===== src/rtl/ecd_pkg.sv =====
// Shared types, codes and the CRC-32 byte step for the encrypted chunk deframer.
`timescale 1ns / 1ps
`default_nettype none

package ecd_pkg;

  // Kind of a result item.
  typedef enum logic [1:0] {
    KindPayload = 2'd0,
    KindIv      = 2'd1,
    KindReport  = 2'd2
  } item_kind_e;

  // Status carried by a chunk-end report.
  typedef enum logic [2:0] {
    StOk         = 3'd0,
    StBadMagic   = 3'd1,
    StBadOrig    = 3'd2,
    StBadEnc     = 3'd3,
    StBadIv      = 3'd4,
    StCrcError   = 3'd5,
    StIncomplete = 3'd6
  } status_e;

  // Configuration register indexes.
  localparam logic [1:0] CfgMagicOne   = 2'd0;
  localparam logic [1:0] CfgMagicTwo   = 2'd1;
  localparam logic [1:0] CfgMagicThree = 2'd2;

  localparam logic [31:0] CrcPoly = 32'hEDB8_8320;

  // Depth of the result queue and its pointer width.
  localparam int unsigned QDepth = 4;
  localparam int unsigned QPtrW  = $clog2(QDepth);
  localparam int unsigned QCntW  = $clog2(QDepth + 1);

  // One result item.
  typedef struct packed {
    item_kind_e  kind;
    logic [7:0]  data;
    status_e     status;
    logic [1:0]  version;
    logic [30:0] orig_size;
    logic [30:0] enc_size;
    logic        hash;
    logic        last;
  } result_t;

  // Results produced by one input item, in order: first, then second.
  typedef struct packed {
    logic [1:0] count;
    result_t    first;
    result_t    second;
  } push_t;

  // Reflected CRC-32 update over one byte, one bit per step.
  function automatic logic [31:0] crc_byte(logic [31:0] crc, logic [7:0] b);
    logic [31:0] c;
    c = crc ^ {24'd0, b};
    for (int i = 0; i < 8; i++) begin
      c = (c >> 1) ^ (c[0] ? CrcPoly : 32'd0);
    end
    return c;
  endfunction

endpackage

`default_nettype wire


===== src/rtl/ecd_parser.sv =====
// Chunk parser: header field capture, IV and payload pass-through, CRC check and reports.
`timescale 1ns / 1ps
`default_nettype none

module ecd_parser #(
  parameter int unsigned MAGIC_BYTES = 8
) (
  input  wire logic              clk_i,
  input  wire logic              rst_ni,
  input  wire logic              cfg_we_i,
  input  wire logic [1:0]        cfg_idx_i,
  input  wire logic [63:0]       cfg_data_i,
  input  wire logic              item_valid_i,
  input  wire logic [7:0]        item_byte_i,
  input  wire logic              item_eos_i,
  output      ecd_pkg::push_t    push_o
);
  import ecd_pkg::*;

  // Parse phase codes.
  localparam logic [2:0] PhMagic = 3'd0;
  localparam logic [2:0] PhRsvd  = 3'd1;
  localparam logic [2:0] PhOrig  = 3'd2;
  localparam logic [2:0] PhEnc   = 3'd3;
  localparam logic [2:0] PhCrc   = 3'd4;
  localparam logic [2:0] PhIvLen = 3'd5;
  localparam logic [2:0] PhIv    = 3'd6;
  localparam logic [2:0] PhPay   = 3'd7;

  localparam logic [63:0] MagicMask = {64{1'b1}} >> (64 - 8 * MAGIC_BYTES);
  localparam logic [3:0]  MagicLen  = 4'(MAGIC_BYTES);

  logic [63:0] magic1_q, magic2_q, magic3_q;
  logic [2:0]  phase_q, phase_d;
  logic [3:0]  fbc_q, fbc_d;
  logic [63:0] shift_q, shift_d;
  logic [1:0]  ver_q, ver_d;
  logic [30:0] orig_q, orig_d;
  logic [30:0] enc_q, enc_d;
  logic [31:0] exp_q, exp_d;
  logic [31:0] crc_q, crc_d;
  logic [30:0] left_q, left_d;
  logic        err_q, err_d;

  result_t     res [2];
  logic [1:0]  cnt;
  logic        clr;
  logic        fin;
  logic [31:0] fin_crc;
  logic        enter_pay;
  logic [63:0] shift_n;
  logic [3:0]  fbc_n;
  logic [3:0]  flen;
  logic [30:0] left_n;
  logic [31:0] crc_n;
  logic [63:0] fv;

  // Build a chunk-end report from the captured header state.
  function automatic result_t report(status_e st, logic hash, logic last,
                                     logic [1:0] ver, logic [30:0] osz,
                                     logic [30:0] esz);
    result_t r;
    r.kind      = KindReport;
    r.data      = 8'd0;
    r.status    = st;
    r.version   = ver;
    r.orig_size = osz;
    r.enc_size  = esz;
    r.hash      = hash;
    r.last      = last;
    return r;
  endfunction

  // Build a byte result of the given kind.
  function automatic result_t byte_item(item_kind_e k, logic [7:0] b);
    result_t r;
    r           = '0;
    r.kind      = k;
    r.data      = b;
    r.status    = StOk;
    return r;
  endfunction

  // Configuration writes.
  always_ff @(posedge clk_i or negedge rst_ni) begin
    if (!rst_ni) begin
      magic1_q <= '0;
      magic2_q <= '0;
      magic3_q <= '0;
    end else if (cfg_we_i) begin
      case (cfg_idx_i)
        CfgMagicOne:   magic1_q <= cfg_data_i;
        CfgMagicTwo:   magic2_q <= cfg_data_i;
        CfgMagicThree: magic3_q <= cfg_data_i;
        default: ;
      endcase
    end
  end

  // One parse step for the registered request.
  always_comb begin
    phase_d   = phase_q;
    fbc_d     = fbc_q;
    shift_d   = shift_q;
    ver_d     = ver_q;
    orig_d    = orig_q;
    enc_d     = enc_q;
    exp_d     = exp_q;
    crc_d     = crc_q;
    left_d    = left_q;
    err_d     = err_q;
    res[0]    = '0;
    res[1]    = '0;
    cnt       = 2'd0;
    clr       = 1'b0;
    fin       = 1'b0;
    fin_crc   = crc_q;
    enter_pay = 1'b0;
    left_n    = left_q - 31'd1;
    crc_n     = crc_byte(crc_q, item_byte_i);
    shift_n   = shift_q | (64'(item_byte_i) << {fbc_q[2:0], 3'b000});
    fbc_n     = fbc_q + 4'd1;
    fv        = shift_n & MagicMask;
    case (phase_q)
      PhMagic: flen = MagicLen;
      PhCrc:   flen = 4'd4;
      default: flen = 4'd8;
    endcase

    if (item_valid_i) begin
      if (item_eos_i) begin
        // End of buffer: release an error hold, or close an open chunk.
        if (err_q) begin
          err_d = 1'b0;
          clr   = 1'b1;
        end else if (!(phase_q == PhMagic && fbc_q == 4'd0)) begin
          res[0] = report(StIncomplete, 1'b0, 1'b1, ver_q, orig_q, enc_q);
          cnt    = 2'd1;
          clr    = 1'b1;
        end
      end else if (!err_q) begin
        if (phase_q == PhIv) begin
          // IV bytes pass only for version three.
          if (ver_q == 2'd3) begin
            res[0] = byte_item(KindIv, item_byte_i);
            cnt    = 2'd1;
          end
          left_d = left_n;
          if (left_n == 31'd0) begin
            enter_pay = 1'b1;
          end
        end else if (phase_q == PhPay) begin
          // Payload byte goes out and into the running CRC.
          res[0]  = byte_item(KindPayload, item_byte_i);
          cnt     = 2'd1;
          crc_d   = crc_n;
          left_d  = left_n;
          if (left_n == 31'd0) begin
            fin     = 1'b1;
            fin_crc = crc_n;
          end
        end else begin
          // Header field capture, little-endian.
          shift_d = shift_n;
          fbc_d   = fbc_n;
          if (fbc_n >= flen) begin
            fbc_d   = 4'd0;
            shift_d = '0;
            case (phase_q)
              PhMagic: begin
                phase_d = PhRsvd;
                if (fv == (magic3_q & MagicMask)) begin
                  ver_d = 2'd3;
                end else if (fv == (magic2_q & MagicMask)) begin
                  ver_d = 2'd2;
                end else if (fv == (magic1_q & MagicMask)) begin
                  ver_d = 2'd1;
                end else begin
                  res[0] = report(StBadMagic, 1'b0, 1'b1, ver_q, orig_q, enc_q);
                  cnt    = 2'd1;
                  clr    = 1'b1;
                  err_d  = 1'b1;
                end
              end
              PhRsvd: phase_d = PhOrig;
              PhOrig: begin
                phase_d = PhEnc;
                orig_d  = shift_n[30:0];
                if (|shift_n[63:31]) begin
                  res[0] = report(StBadOrig, 1'b0, 1'b1, ver_q, orig_q, enc_q);
                  cnt    = 2'd1;
                  clr    = 1'b1;
                  err_d  = 1'b1;
                end
              end
              PhEnc: begin
                phase_d = PhCrc;
                enc_d   = shift_n[30:0];
                if (|shift_n[63:31]) begin
                  res[0] = report(StBadEnc, 1'b0, 1'b1, ver_q, orig_q, enc_q);
                  cnt    = 2'd1;
                  clr    = 1'b1;
                  err_d  = 1'b1;
                end
              end
              PhCrc: begin
                exp_d   = shift_n[31:0];
                phase_d = PhIvLen;
                if (ver_q == 2'd1) begin
                  enter_pay = 1'b1;
                end
              end
              default: begin
                // IV length word.
                phase_d = PhIv;
                left_d  = shift_n[30:0];
                if (|shift_n[63:31]) begin
                  res[0] = report(StBadIv, 1'b0, 1'b1, ver_q, orig_q, enc_q);
                  cnt    = 2'd1;
                  clr    = 1'b1;
                  err_d  = 1'b1;
                end else if (shift_n[30:0] == 31'd0) begin
                  enter_pay = 1'b1;
                end
              end
            endcase
          end
        end
      end
    end

    // Move to the payload; an empty payload finishes the chunk at once.
    if (enter_pay) begin
      phase_d = PhPay;
      fbc_d   = 4'd0;
      shift_d = '0;
      left_d  = enc_q;
      if (enc_q == 31'd0) begin
        fin = 1'b1;
      end
    end

    // Chunk complete: check the CRC and report.
    if (fin) begin
      clr = 1'b1;
      if (~fin_crc != exp_d) begin
        res[cnt[0]] = report(StCrcError, 1'b0, 1'b1, ver_q, orig_q, enc_q);
        err_d       = 1'b1;
      end else begin
        res[cnt[0]] = report(StOk, ver_q == 2'd3, 1'b0, ver_q, orig_q, enc_q);
      end
      cnt = cnt + 2'd1;
    end

    // Back to a chunk boundary.
    if (clr) begin
      phase_d = PhMagic;
      fbc_d   = 4'd0;
      shift_d = '0;
      ver_d   = 2'd0;
      orig_d  = '0;
      enc_d   = '0;
      exp_d   = '0;
      crc_d   = '1;
      left_d  = '0;
    end
  end

  assign push_o.count  = cnt;
  assign push_o.first  = res[0];
  assign push_o.second = res[1];

  // Parser state.
  always_ff @(posedge clk_i or negedge rst_ni) begin
    if (!rst_ni) begin
      phase_q <= PhMagic;
      fbc_q   <= '0;
      shift_q <= '0;
      ver_q   <= '0;
      orig_q  <= '0;
      enc_q   <= '0;
      exp_q   <= '0;
      crc_q   <= '1;
      left_q  <= '0;
      err_q   <= 1'b0;
    end else begin
      phase_q <= phase_d;
      fbc_q   <= fbc_d;
      shift_q <= shift_d;
      ver_q   <= ver_d;
      orig_q  <= orig_d;
      enc_q   <= enc_d;
      exp_q   <= exp_d;
      crc_q   <= crc_d;
      left_q  <= left_d;
      err_q   <= err_d;
    end
  end

`ifndef ASSERT_OFF
  // A byte phase always has bytes left to take.
  a_left_nonzero: assert property (@(posedge clk_i) disable iff (!rst_ni)
    (phase_q == PhIv || phase_q == PhPay) |-> left_q != 31'd0)
    else $error("IV or payload phase with no bytes left");

  // While an error is held the parser sits at a chunk boundary.
  a_hold_clean: assert property (@(posedge clk_i) disable iff (!rst_ni)
    err_q |-> (phase_q == PhMagic && fbc_q == 4'd0))
    else $error("error hold outside a chunk boundary");

  // Nothing comes out of bytes that arrive during an error hold.
  a_hold_silent: assert property (@(posedge clk_i) disable iff (!rst_ni)
    (item_valid_i && err_q && !item_eos_i) |-> push_o.count == 2'd0)
    else $error("result produced during error hold");

  // A second result is always the chunk-end report.
  a_second_report: assert property (@(posedge clk_i) disable iff (!rst_ni)
    (push_o.count == 2'd2) |-> push_o.second.kind == KindReport)
    else $error("second result is not a report");
`endif

endmodule

`default_nettype wire


===== src/rtl/ecd_result_queue.sv =====
// Result queue: takes up to two results per cycle, hands out one per cycle while out_ready_i is high.
`timescale 1ns / 1ps
`default_nettype none

module ecd_result_queue (
  input  wire logic              clk_i,
  input  wire logic              rst_ni,
  input  wire ecd_pkg::push_t    push_i,
  output      logic              room_o,
  output      logic              out_valid_o,
  input  wire logic              out_ready_i,
  output      ecd_pkg::result_t  out_o
);
  import ecd_pkg::*;

  result_t           mem_q [QDepth];
  logic [QPtrW-1:0]  wptr_q, rptr_q;
  logic [QCntW-1:0]  cnt_q, cnt_d;
  logic              pop;
  logic [QPtrW-1:0]  wptr_1;

  assign pop         = out_valid_o && out_ready_i;
  assign out_valid_o = cnt_q != '0;
  assign out_o       = mem_q[rptr_q];
  assign room_o      = cnt_q <= QCntW'(QDepth - 2);
  assign wptr_1      = wptr_q + QPtrW'(1);
  assign cnt_d       = cnt_q + QCntW'(push_i.count) - QCntW'(pop);

  // Storage writes.
  always_ff @(posedge clk_i) begin
    if (push_i.count != 2'd0) begin
      mem_q[wptr_q] <= push_i.first;
    end
    if (push_i.count == 2'd2) begin
      mem_q[wptr_1] <= push_i.second;
    end
  end

  // Pointers and fill count.
  always_ff @(posedge clk_i or negedge rst_ni) begin
    if (!rst_ni) begin
      wptr_q <= '0;
      rptr_q <= '0;
      cnt_q  <= '0;
    end else begin
      wptr_q <= wptr_q + QPtrW'(push_i.count);
      rptr_q <= rptr_q + QPtrW'(pop);
      cnt_q  <= cnt_d;
    end
  end

`ifndef ASSERT_OFF
  // Results only arrive when two slots were free.
  a_no_overflow: assert property (@(posedge clk_i) disable iff (!rst_ni)
    (push_i.count != 2'd0) |-> room_o)
    else $error("result queue written without room");

  // The fill count follows pushes and pops.
  a_count_track: assert property (@(posedge clk_i) disable iff (!rst_ni)
    1'b1 |=> cnt_q == $past(cnt_d))
    else $error("result queue count out of step");
`endif

endmodule

`default_nettype wire


===== src/rtl/encrypted_chunk_deframer_top.sv =====
// Top level of the encrypted chunk deframer: input register, parser and result queue.
//
//  Channel   Direction  Payload
//  s_axis    in         tdata[7:0] stream byte; tlast end of stream
//  m_axis    out        tuser item kind; tdata sizes/status/byte; tlast run closed
//  cfg       in         write enable, register index, 64-bit magic value
//
// Each input request is registered, then parsed one byte per cycle while the result queue has room.
// A result passes through the input register and the result queue before it shows on m_axis.
// The last payload byte of a chunk, or the last IV byte of a version three chunk with
// an empty payload, yields two results; the output side moves one per cycle while m_axis_tready is high.
// The input stalls when the four-entry result queue has fewer than two free slots.
// Reset clears the parser, the queue and the magic registers; there is no clearing pass.
`timescale 1ns / 1ps
`default_nettype none

module encrypted_chunk_deframer_top #(
  parameter int unsigned MAGIC_BYTES = 8
) (
  input  wire logic        clk_i,
  input  wire logic        rst_ni,
  // Configuration
  input  wire logic        cfg_we_i,
  input  wire logic [1:0]  cfg_idx_i,
  input  wire logic [63:0] cfg_data_i,
  // Input stream
  input  wire logic        s_axis_tvalid,
  output      logic        s_axis_tready,
  input  wire logic [7:0]  s_axis_tdata,   // [7:0] stream_byte
  input  wire logic        s_axis_tlast,   // end_of_stream
  // Output stream
  output      logic        m_axis_tvalid,
  input  wire logic        m_axis_tready,
  output      logic [79:0] m_axis_tdata,   // [7:0] out_byte, [10:8] status,
                                           // [12:11] chunk_version, [43:13] original_size,
                                           // [74:44] encrypted_size, [75] hash_flag,
                                           // [79:76] zero
  output      logic [1:0]  m_axis_tuser,   // item_kind
  output      logic        m_axis_tlast    // chunk_last
);
  import ecd_pkg::*;

  logic       in_vld_q;
  logic [7:0] in_byte_q;
  logic       in_eos_q;
  logic       room;
  logic       proc;
  push_t      push;
  result_t    head;

  assign proc          = in_vld_q && room;
  assign s_axis_tready = !in_vld_q || proc;

  // Input register.
  always_ff @(posedge clk_i or negedge rst_ni) begin
    if (!rst_ni) begin
      in_vld_q <= 1'b0;
    end else if (s_axis_tready) begin
      in_vld_q <= s_axis_tvalid;
    end
  end

  always_ff @(posedge clk_i) begin
    if (s_axis_tready && s_axis_tvalid) begin
      in_byte_q <= s_axis_tdata;
      in_eos_q  <= s_axis_tlast;
    end
  end

  ecd_parser #(
    .MAGIC_BYTES (MAGIC_BYTES)
  ) u_parser (
    .clk_i        (clk_i),
    .rst_ni       (rst_ni),
    .cfg_we_i     (cfg_we_i),
    .cfg_idx_i    (cfg_idx_i),
    .cfg_data_i   (cfg_data_i),
    .item_valid_i (proc),
    .item_byte_i  (in_byte_q),
    .item_eos_i   (in_eos_q),
    .push_o       (push)
  );

  ecd_result_queue u_queue (
    .clk_i       (clk_i),
    .rst_ni      (rst_ni),
    .push_i      (push),
    .room_o      (room),
    .out_valid_o (m_axis_tvalid),
    .out_ready_i (m_axis_tready),
    .out_o       (head)
  );

  // Output packing.
  assign m_axis_tuser = head.kind;
  assign m_axis_tlast = head.last;
  assign m_axis_tdata = {4'd0, head.hash, head.enc_size, head.orig_size,
                         head.version, head.status, head.data};

endmodule

`default_nettype wire

===== config.mk =====
export PLATFORM = sky130hd
export DESIGN_NAME = encrypted_chunk_deframer_top
export DESIGN_NICKNAME = d
export VERILOG_FILES = /design/src/rtl/ecd_pkg.sv /design/src/rtl/ecd_parser.sv /design/src/rtl/ecd_result_queue.sv /design/src/rtl/encrypted_chunk_deframer_top.sv
export SDC_FILE = /design/constraint.sdc
export NUM_CORES = 1
export LEC_CHECK = 0
export ABC_AREA = 1
export BUFFER_PORTS_ARGS = -buffer_cell sky130_fd_sc_hd__buf_2
export CAP_MARGIN = 25
export CORE_ASPECT_RATIO = 0.75
export CORE_MARGIN = 4
export CORE_UTILIZATION = 45
export CTS_CLUSTER_SIZE = 10
export DETAILED_ROUTE_END_ITERATION = 7
export MAX_ROUTING_LAYER = met4
export SYNTH_ARGS = -nofsm -noshare
export SYNTH_HDL_FRONTEND = slang
export SYNTH_SLANG_ARGS = --single-unit

===== constraint.sdc =====
create_clock -name clk_i -period 8.3 [get_ports clk_i]
set_input_delay 0.415 -clock clk_i [delete_from_list [all_inputs] [get_ports clk_i]]
set_output_delay 0.415 -clock clk_i [all_outputs]
set_load 0.005 [all_outputs]

==> out/results.ini <==
[power_and_ir_drop]
internal_power_component_mw = 9.42
p_sw_share_pct = 46.7
power_frac_clock_pct = 20.9
power_density_nw_per_um2 = 392
power.leakage_nw = 18.7
switchingPower_mw = 8.24
power_frac_comb_pct = 46.2
seq_power_share_pct = 32.9
max-vdd-ir-drop_v = 0.000255

[clock_network]
cts_tree = done
cts_sinks = 756
clock_edge_transition_at_the_registers_on_the_reported_setup_and_hold_paths_ns = 0.06
cts_max_path_buffers = 3
number_of_clock_buffers_inserted_by_tritoncts = 88
postCtsResizedCells = 0
cts_max_level = 3
clock_insertion_delay_worst_skew_ns = 0.66
root_buffer = clkbuf_16

[setup_path]
critical_path.max_stage_delay_ns = 0.90
critPathRequiredTime_ns = 8.59
cpLargestDelayFamily = simple AND/OR/NAND/NOR gates
worst_setup_path_end_kind = register
crit_top_cell = nand2_1
cp_cell_sequence = nor2_4 -> nand3_1 -> nand2_2 -> xor2_1 -> nor2_1 -> nand3_1 -> nor2_1 -> nand2_1 -> nor2_1 -> nand2_1 -> nand4_1 -> nand2_1 -> nand2_1 -> nand2_1 -> nand2_1 -> inv_1 -> ha_1 -> inv_1 -> nor2_4 -> buf_4 -> clkinv_2 -> o21ai_4 -> buf_12
cp_num_buf_inv = 5
critical_path.slowest_cell = clkinv_2
cp_data_arrival_time_ns = 7.02
kind_of_start_point_of_the_critical_path = register
setup.worst_path.class = reg -> reg
crit_fanout = 79

[sta]
final_max_slew_violation_count = 0
finalCriticalPeriod_ns = 6.73
maxSlewHeadroom_pct = 27.5
timing_hold_violations_final = 0
actual_slew_at_the_worst_max_slew_pin_ns = 1.09
timing.fmax_mhz = 148
tns_ns = 0
hold_ws_ns = 0.0603
timing.clock.skew_ns = 0.0330
setup_viol = 0
setup_ws_post_layout_ns = 1.57
grt_setup_unrepaired = no
min_period_over_period_pct = 81.1

[routing]
avgViaCountPerCell = 5.74
route.detailed.wl_per_inst_um = 22.9
routed_wl_um = 141000
top_layer = met4
drc = 0
detail-route-antenna-nets = 0
num_vias = 35400
dr_wl_met3_um = 16300
met2RoutedLength_um = 56600
routedLengthMet1_um = 64700
initialDrtViolationCount = 4436
first_pass_iters = 7

[yosys]
async_flop_share_pct = 57.0
synth.top_cells.by_area = dfrtp_1 (25%), edfxtp_1 (24%), nand2_1 (8.5%)
cell_count_after_synthesis = 4891
synth_top_area_share_pct = 24.5
synth-compound-area-share_pct = 13.7
syn_area_um2 = 40700
yosys.area.top_type = dfrtp_1
synthesis.area_per_instance_um2 = 8.33
synth_top_family_by_area = simple AND/OR/NAND/NOR gates
synth_edf_count = 325
warnings_synthesis = 0
yosysSeqAreaShare_pct = 50.5
synth_simple_gate_area_share_pct = 22.4
multiplexer_area_fraction_after_synthesis_pct = 0
xor_xnor_portion_of_the_synthesized_cell_area_pct = 5.76
synth_top_flop_cell = dfrtp_1
synth_adder_area_share_pct = 0.479
synth-seq-cells = 756
ys_types = 59

[place]
finalWeightedCongestion = 1.05
io_buffers = 160
hpwl_detailed_um = 95400
place_ws_ns = 1.73

[hold_path]
holdCritPathClass = in -> reg

[die]
die_area_um2 = 95400
fp-row-count = 95
num_io_pins = 165
die_width_um = 355
core_area_um2 = 89600
start_util_pct = 45.4
fp.dieH_um = 269

[status]
result_of_the_run = finished clean

[global_routing]
largest_net_degree_at_the_start_of_global_routing = 118
grt_overflow_total = 0
number_of_antenna_violations_at_the_first_check_in_global_routing = 2
wire_length_of_the_first_global_routing_pass_um = 210000
first_global_vias = 31700
groute.usage.overall_pct = 29.9

[layout]
layout-area-overhead-vs-synth_pct = 10.6
final_net_count = 4976
most-common-layout-cells = nand2_1 (920), o21ai_0 (687), nand3_1 (491)
regArea_um2 = 20600
layout.core_utilization_pct = 50.3
final_layout_size_suffix_gt1_share_pct = 9.56
layout_commonest_cell = nand2_1
count_of_fill_cells_added_during_filler_insertion = 8585
multi_input_area_um2 = 17400

[flow_run]
cap_violations = 0

[cells in the mapped netlist, types with 2 or more instances]
cell,count
nand3_1,493
ha_1,14
nand2_2,27
inv_2,25
o21bai_2,9
o21ai_1,116
nor2_4,3
nand4_1,95
nand3b_1,26
buf_1,24
o31ai_1,7
xor2_1,106
nor4_1,9
buf_4,16
nand3_2,2
edfxtp_1,325
a31oi_1,3
nor3b_1,2
nor2_1,478
inv_1,345
buf_6,7
o21ai_2,10
o21ai_0,691
nor2_2,12
o21ai_4,2
clkbuf_2,3
xnor2_1,157
and3_1,2
dfstp_2,32
a21oi_1,93
clkbuf_1,190
o211ai_1,32
or2_2,3
nor3_1,17
nand2_1,923
buf_2,91
dfrtp_1,399
o22ai_1,81
[cell type report]
cell class | instances | share of cell area [%]
repair buffers | 228 | 3.28
inverters | 371 | 3.12
clock inverters | 11 | 0.403
clock buffers | 145 | 5.45
well taps | 1212 | 3.37
diodes | 2 | 0.0111
flip-flops and latches | 756 | 45.7
multi-input cells | 3436 | 38.7
[metrics by stage]
step           total power [mW]  std cells  area (µm²)
6_report                   17.7       6161       45100
5_1_grt                    18.7       6161       45100
4_1_cts                    17.5       6157       45000
3_5_place_dp               13.8       5990       42300
3_3_place_gp               13.7       5988       42200
2_1_floorplan              10.9       4894       40700
[per-layer routing]
layer	up-vias	GRT usage [%]
met5	-	-
met4	0	7.69
met3	216	8.67
met2	1679	39.0
met1	17100	44.9
li1	16400	-
[state kept, by name, indices dropped and copies added, names as in the netlist, 32 cells and up]
register,flops
u_parser.crc_q,32
u_parser.exp_q,32
u_parser.magic1_q,64
u_parser.magic2_q,64
u_parser.magic3_q,64
u_parser.shift_q,64
u_queue.mem_q,316
[path summary, 6_finish.rpt]
path                                                 start                           endpoint  slack (ns)  cells after the start
min in group asynchronous                           rst_ni  u_parser.magic3_q[34]$_DFFE_PN0P_        0.31                      2
min                                         cfg_data_i[47]  u_parser.magic2_q[47]$_DFFE_PN0P_        0.06                      3
min reg2reg                u_parser.shift_q[0]$_DFFE_PN0P_    u_parser.shift_q[0]$_DFFE_PN0P_        0.48                      2
max reg2reg                  u_parser.fbc_q[1]$_DFFE_PN0P_     u_queue.mem_q[0][21]$_DFFE_PP_        1.57                     23
max in group asynchronous                           rst_ni        u_queue.rptr_q[0]$_DFF_PN0_        6.10                      4
max                          u_parser.fbc_q[1]$_DFFE_PN0P_     u_queue.mem_q[0][21]$_DFFE_PP_        1.57                     23
[repair_timing]
action	4_1_cts	5_1_grt
buffers inserted	0	0
endpoints found under the hold margin	70	0
hold buffers	11	0
[logic make-up (layout without fill, tap and decap cells)]
logic type      after synthesis  count (layout)
simple gates               2103            2103
compound gates             1049            1049
flops                       756             756
buf+inv                     702             755
xor+xnor                    265             265
fa+ha+maj                    15              15
other cells                   1               6
[power by group through the flow]
stage	sequential, mW	clock [mW]	combinational (mW)
floorplan	5.41	0	5.53
global placement	5.82	0	7.89
detailed placement	5.82	0	7.93
CTS	5.77	3.74	7.97
global route	5.88	3.90	8.87
finish	5.81	3.70	8.16
[worst reg2reg max path: cells and delay by family, from the launching register on]
family | cells | cell delay (ns)
xor gates and xnor gates | 1 | 0.33
AOI/OAI and AO/OA | 1 | 0.30
adders and majority gates | 1 | 0.16
and+or+nand+nor | 15 | 2.67
buffers and inverters | 5 | 2.11
DFF | 1 | 0.69
Power figures use the tool's default switching activity.
